==> config.mk <==
export PLATFORM = sky130hd
export DESIGN_NAME = sst_cell
export DESIGN_NICKNAME = d
export VERILOG_FILES = /design/src/sv/sst_pkg.sv /design/src/sv/sst_cell.sv
export SDC_FILE = /design/constraint.sdc
export NUM_CORES = 1
export LEC_CHECK = 0
export BUFFER_PORTS_ARGS = -buffer_cell sky130_fd_sc_hd__buf_2
export CORE_ASPECT_RATIO = 1.25
export CORE_MARGIN = 3
export CORE_UTILIZATION = 45
export DETAILED_ROUTE_END_ITERATION = 12
export PLACE_DENSITY = 0.8
export SLEW_MARGIN = 20
export SYNTH_ARGS = -nofsm -noshare
export SYNTH_HDL_FRONTEND = slang
export SYNTH_SLANG_ARGS = --single-unit
==> constraint.sdc <==
create_clock -name i_clk -period 5.1 [get_ports i_clk]
set_input_delay 1.275 -clock i_clk [delete_from_list [all_inputs] [get_ports i_clk]]
set_output_delay 1.275 -clock i_clk [all_outputs]
set_load 0.01 [all_outputs]
==> src/sv/sst_pkg.sv <==
// Package for the sorted set table: sizes, command codes and the structs
// passed between the cells, the reduce tree and the top level.
// No dependencies.
`default_nettype none

package sst_pkg;

    localparam int CAPACITY = 256;
    localparam int KEY_BITS = 32;

    localparam int IDX_W = $clog2(CAPACITY);
    localparam int CNT_W = $clog2(CAPACITY + 1);
    localparam int GRP_SZ = 16;
    localparam int NGRP = (CAPACITY + GRP_SZ - 1) / GRP_SZ;

    typedef logic [KEY_BITS-1:0] t_key;
    typedef logic [IDX_W-1:0] t_idx;
    typedef logic [CNT_W-1:0] t_cnt;

    typedef enum logic [1:0] {
        CMD_INSERT   = 2'd0,
        CMD_ERASE    = 2'd1,
        CMD_CONTAINS = 2'd2,
        CMD_GET      = 2'd3
    } t_cmd;

    typedef enum logic [2:0] {
        ST_IDLE,
        ST_CMP,
        ST_RED1,
        ST_RED2,
        ST_APPLY
    } t_state;

    // Update strobes broadcast to every cell.
    typedef struct packed {
        logic ins;
        logic era;
    } t_ctl;

    // What a cell shows its neighbors.
    typedef struct packed {
        t_key key;
        logic valid;
        logic p;    // at or past the insert slot
        logic ge;   // valid and key >= search key
    } t_link;

    // Reduced search result.
    typedef struct packed {
        logic found;
        logic hit;
        t_key data;
    } t_red;

endpackage

`default_nettype wire

==> src/sv/sst_cell.sv <==
// One slot of the sorted table: holds a key and its valid bit, compares
// against the broadcast key and shifts to or from its neighbors. Uses sst_pkg.
`default_nettype none

module sst_cell (
    input  wire                i_clk,
    input  wire                i_rst_n,
    input  sst_pkg::t_idx      i_index,
    input  sst_pkg::t_key      i_key,
    input  wire  [7:0]         i_pos,
    input  sst_pkg::t_ctl      i_ctl,
    input  sst_pkg::t_link     i_prev,
    input  sst_pkg::t_link     i_next,
    output sst_pkg::t_link     o_link,
    output logic               o_eq,
    output logic               o_sel,
    output sst_pkg::t_key      o_data
);

    sst_pkg::t_key r_key;
    logic          r_valid;
    logic          r_gt;
    logic          r_ge;
    logic          r_eq;
    logic          r_sel;
    sst_pkg::t_key r_data;
    logic          pos_match;

    assign pos_match = (32'(i_index) == 32'(i_pos));

    always_ff @(posedge i_clk) begin
        if (!i_rst_n) begin
            r_valid <= 1'b0;
        end else if (i_ctl.ins) begin
            r_valid <= r_valid | i_prev.valid;
        end else if (i_ctl.era) begin
            r_valid <= i_next.valid;
        end
    end

    always_ff @(posedge i_clk) begin
        if (i_ctl.ins) begin
            if (i_prev.p) begin
                r_key <= i_prev.key;
            end else if (o_link.p) begin
                r_key <= i_key;
            end
        end else if (i_ctl.era && r_ge) begin
            r_key <= i_next.key;
        end
    end

    // compare flags, refreshed every cycle from the held search key
    always_ff @(posedge i_clk) begin
        r_gt   <= r_valid && (i_key < r_key);
        r_ge   <= r_valid && (r_key >= i_key);
        r_eq   <= r_valid && (r_key == i_key);
        r_sel  <= r_valid && pos_match;
        r_data <= (r_valid && pos_match) ? r_key : '0;
    end

    assign o_link.key   = r_key;
    assign o_link.valid = r_valid;
    assign o_link.p     = r_gt | ~r_valid;
    assign o_link.ge    = r_ge;
    assign o_eq         = r_eq;
    assign o_sel        = r_sel;
    assign o_data       = r_data;

endmodule

`default_nettype wire

# Yosys cells after proc, flatten, opt, wreduce, memory -nomap -nowiden
# Index checks and enable logic that the tools add are counted.
[op_classes] magnitude_cmp=2 n_eq_ne=3 mux=6 bitwise=3 reduce_logical=8
[op_table] operator="$mux 32" count=4
[op_table] operator="$eq 32x32->1" count=1
[op_table] operator="$ge 32x32->1" count=1
[op_table] operator="$lt 32x32->1" count=1
[op_table] operator="$eq 8x8->1" count=1
[op_table] operator="$logic_and 1x1->1" count=5
[op_table] operator="$reduce_bool 2->1" count=2
[op_table] operator="$ne 3x1->1 const B" count=1
[op_table] operator="$mux 1" count=2
[op_table] operator="$or 1x1->1" count=2
[op_table] operator="$reduce_and 2->1" count=1
[op_table] operator="$not 1->1" count=1
[word_totals] reg_bits=69 in_bits=122 out_inout_bits=69 wordCells=29

# Depth between registers and ports, before layout
[logic_depth] word_depth=5 mapped_depth=8 mapped_depth_nobuf=8

# Worst setup path before layout
# Ideal clock, no wire load.
[synth_timing] path_type="input to register" start="input i_ctl[1] in the netlist's numbering" end="register r_key[0] (enable)" setup_time_ps=466 arrival_ps=3777 required_time_ps=4634 path_slack_ps=858 cell_stages=2 path_buffers=1 cell_sequence="clkbuf_1 -> o21ai_0"
[synth_via] elab_chain_len=2 word_cells_on_any_way=3 classes_between="1 x eq/ne; 2 x reduce/logical"
[synth_lines] item="start: declaration" line_no="sst_cell.sv:11" text="input sst_pkg::t_ctl i_ctl,"
[synth_lines] item="$ne 3x1->1 (no line) / $reduce_bool 2->1 (equally long branches)"
[synth_lines] item="$reduce_and 2->1 (no line) (*)"
[synth_lines] item="end signal: assignment" line_no="sst_cell.sv:44" text="r_key <= i_prev.key;"
[synth_lines] item="end signal: assignment" line_no="sst_cell.sv:46" text="r_key <= i_key;"
[synth_lines] item="end signal: assignment" line_no="sst_cell.sv:49" text="r_key <= i_next.key;"
[synth_lines] item="end: declaration" line_no="sst_cell.sv:20" text="sst_pkg::t_key r_key;"
# Mark *: on every way between the ends. The rest lies on a longest branch, timed or not.
# A chain may end at the register's enable or synchronous reset.

# Final worst setup path
[layout_timing] start="input i_key[19]" end="register r_ge"
[layout_via] elab_chain_len=2
[layout_lines] item="start: declaration" line_no="sst_cell.sv:9" text="input sst_pkg::t_key i_key,"
[layout_lines] item="$ge 32x32->1" line_no="sst_cell.sv:56" text="r_ge <= r_valid && (r_key >= i_key);"
[layout_lines] item="$logic_and 1x1->1" line_no="sst_cell.sv:56"
[layout_lines] item="end signal: assignment" line_no="sst_cell.sv:56"
[layout_lines] item="end: declaration" line_no="sst_cell.sv:23" text="logic r_ge;"
# No other way between the ends.

==> impl_metrics.yaml <==
outcome:
  status: "finished clean"
timing:
  hold_ws_ns: 0.511
  rsz0062_at_grt: "false"
  fin_skew_ns: 0.0101
  hold_viol_final: 0
  tightest_slew_ns: 1.06
  max_freq_mhz: 391
  drv_slew: 0
  period_needed_ns: 2.56
  setup_viol: 0
  timing.final.ws_setup_ns: 2.54
  slew_headroom_pct: 29.2
  fin_setup_tns_ns: 0
  period_share_pct: 50.2
grt:
  grt_overflow: 0
  grt_pass1_wl_mm: 14.7
  grt_usage_pct: 20.4
  grt_pass1_vias: 3170
  grt_max_degree: 67
  antenna_found_initial: 1
worst_setup_path:
  critical-path-top-delay-family: "compound AO/OA/AOI/OAI gates"
  crit_cells: 9
  crit_path_start_kind: "primary input"
  cp_max_fo: 3
  reg2regPathDepth: 7
  critPathCaptureType: "flop"
  critical_path_class: "primary input to flop"
  max_stage_delay_ns: 0.32
  worstPathRequired_ns: 5.30
  critPathBufInv: 2
  cp.arrival_ns: 2.76
  crit_slowest_cell: "ha_1"
  timing.critical_path.cells: "buf_2, inv_1, ha_1, a21oi_1, o21ai_0, a211oi_1, nor3_1, a211oi_2, a31oi_1"
place:
  dp.cells: 620
  port-buffer-count: 187
  place_ws_ns: 2.20
  hpwlAfterDp_mm: 7.23
  place.gp.congestion: 0.751
floorplan:
  num_rows: 35
  die_h_um: 106
  dieArea_sq_um: 9100
  ioPinCount: 191
  die_w_um: 85.9
  core-area_sq_um: 7580
  initial_core_util_pct: 47.4
clocking:
  clock_path_buffers: 2
  cts_resized: 0
  insertion_delay_ns: 0.33
  cts_made_buffers: 9
  cts_max_level: 3
  cts_sinks: 69
  cts_root_buf: "clkbuf_8"
  clkTransAtPathRegs_ns: 0.07
  cts_tree: "done"
  cts_hold_buffers: 0
  post_cts_buffers: 0
drt:
  vias: 3136
  drc: 0
  drtIter0Drc: 134
  routed_via_density: 4.93
  highest_layer: "met5"
  ant_nets: 0
  route.met3.wl_um: 545
  drt-pass1-iter-count: 4
  wire_per_inst_um: 14.5
  wl_met2_mm: 4.85
  routed_wl_mm: 9.25
  wl_met1_mm: 3.72
power_and_ir_drop:
  p_int_uw: 939
  p_comb_share_pct: 18.6
  ir_worst_vdd_mv: 0.193
  power_mw: 1.28
  p_clk_share_pct: 32.2
  p_leak_nw: 2.47
  seqPwrFrac_pct: 49.2
  p_sw_uw: 339
  switching_share_pct: 26.5
  power_density_nw_per_um2: 267
worst_hold_path:
  min_path_cells: 1
  hold_class: "flop to flop"
synthesis:
  syn_area_per_cell_sq_um: 10.2
  netlist_instances: 354
  yosysUniqueCellTypes: 33
  ys_ff_latch: 69
  yosys-top-cells-area: "edfxtp_1, dfxtp_1, ha_1, mux2i_1, a21oi_1"
  synth_top_area_cell: "edfxtp_1"
  yosys_warnings: 0
  synthDominantCellAreaShare_pct: 26.7
  synth_area_sq_um: 3590
  synth_nets: 508
  ys_seq_area_share_pct: 47.3
cells_and_area:
  n_antenna_cell: 0
  fill_cells: 652
  syn_to_final_growth_pct: 33.1
  final_cells: 636
  layout-drive-gt1-share_pct: 39.0
  num-nets-final: 693
job:
  cap_violations: 0
==> power by group through the flow <==
stage | clock (mW) | combinational [mW] | sequential (mW)
finish | 0.411 | 0.238 | 0.628
global placement | 0 | 0.232 | 0.639
detailed placement | 0 | 0.239 | 0.641
floorplan | 0 | 0.127 | 0.649
global route | 0.445 | 0.267 | 0.632
CTS | 0.419 | 0.240 | 0.628
==> final timing paths <==
path                        from              endpoint  slack [ns]
max                    i_key[19]          r_ge$_DFF_P_        2.54
min           r_key[2]$_DFFE_PP_  o_data[2]$_SDFF_PN0_        0.51
max reg2reg  r_key[19]$_DFFE_PP_          r_ge$_DFF_P_        3.19
min reg2reg   r_key[2]$_DFFE_PP_  o_data[2]$_SDFF_PN0_        0.51
==> logic make-up (layout without fill, tap and decap cells) <==
kind of cell    after synthesis  in the layout  synth area share [%]
simple gates                 99             99                  15.0
flops                        69             69                  47.3
compound gates               62             62                  9.78
buf+inv                      52            242                  5.85
fa+ha+maj                    32             32                  11.1
mux                          32             32                  8.91
xor+xnor                      8              8                  1.95
==> cells in the mapped netlist (all sizes together) <==
library cell	count
buf	8
nand2	12
a21oi	45
nor4	2
ha	32
o21ai	7
inv	36
a21o	2
xnor2	7
o21a	1
dfxtp	37
nand4	9
a31oi	2
xor2	1
edfxtp	32
nor2b	1
mux2i	32
or3	1
nor2	34
a221oi	1
clkbuf	8
and2	32
o221ai	1
nand2b	2
nor3	3
a211oi	3
nand3	3
==> registers in the layout, indices dropped and copies added, names as in the netlist <==
name,count
o_sel,1
o_eq,1
r_valid,1
r_ge,1
r_gt,1
o_data,32
r_key,32
==> cell type report <==
cell class,instances,area [sq um],area share (%)
flip-flops and latches,69,1700,35.6
well taps,92,115,2.41
clock inverters,1,5.00,0.105
clock buffers,15,176,3.69
inverters,36,135,2.82
multi-input cells,233,1690,35.4
repair buffers,190,958,20.0
==> placed cells by master (no fill, tap or decap), drive strengths merged, types with 2 or more instances in the layout <==
master  netlist  routed
a211oi        3       3
a21o          2       2
a21oi        45      45
a31oi         2       2
and2         32      32
buf           8     190
clkbuf        8      15
dfxtp        37      37
edfxtp       32      32
ha           32      32
inv          36      36
mux2i        32      32
nand2        12      12
nand2b        2       2
nand3         3       3
nand4         9       9
nor2         34      34
nor3          3       3
nor4          2       2
o21ai         7       7
xnor2         7       7
==> through the flow <==
step	utilization (%)	instance area [sq um]
2_1_floorplan	-	3590
3_3_place_gp	60.8	4600
3_5_place_dp	60.8	4600
4_1_cts	63.2	4790
5_1_grt	63.2	4790
6_report	63.2	4790
==> routing by layer <==
layer	global-route usage, %	up-vias
li1	-	1586
met1	23.4	1438
met2	36.7	101
met3	5.12	9
met4	6.00	2
met5	0	-
(Power assumes the default switching activity.)
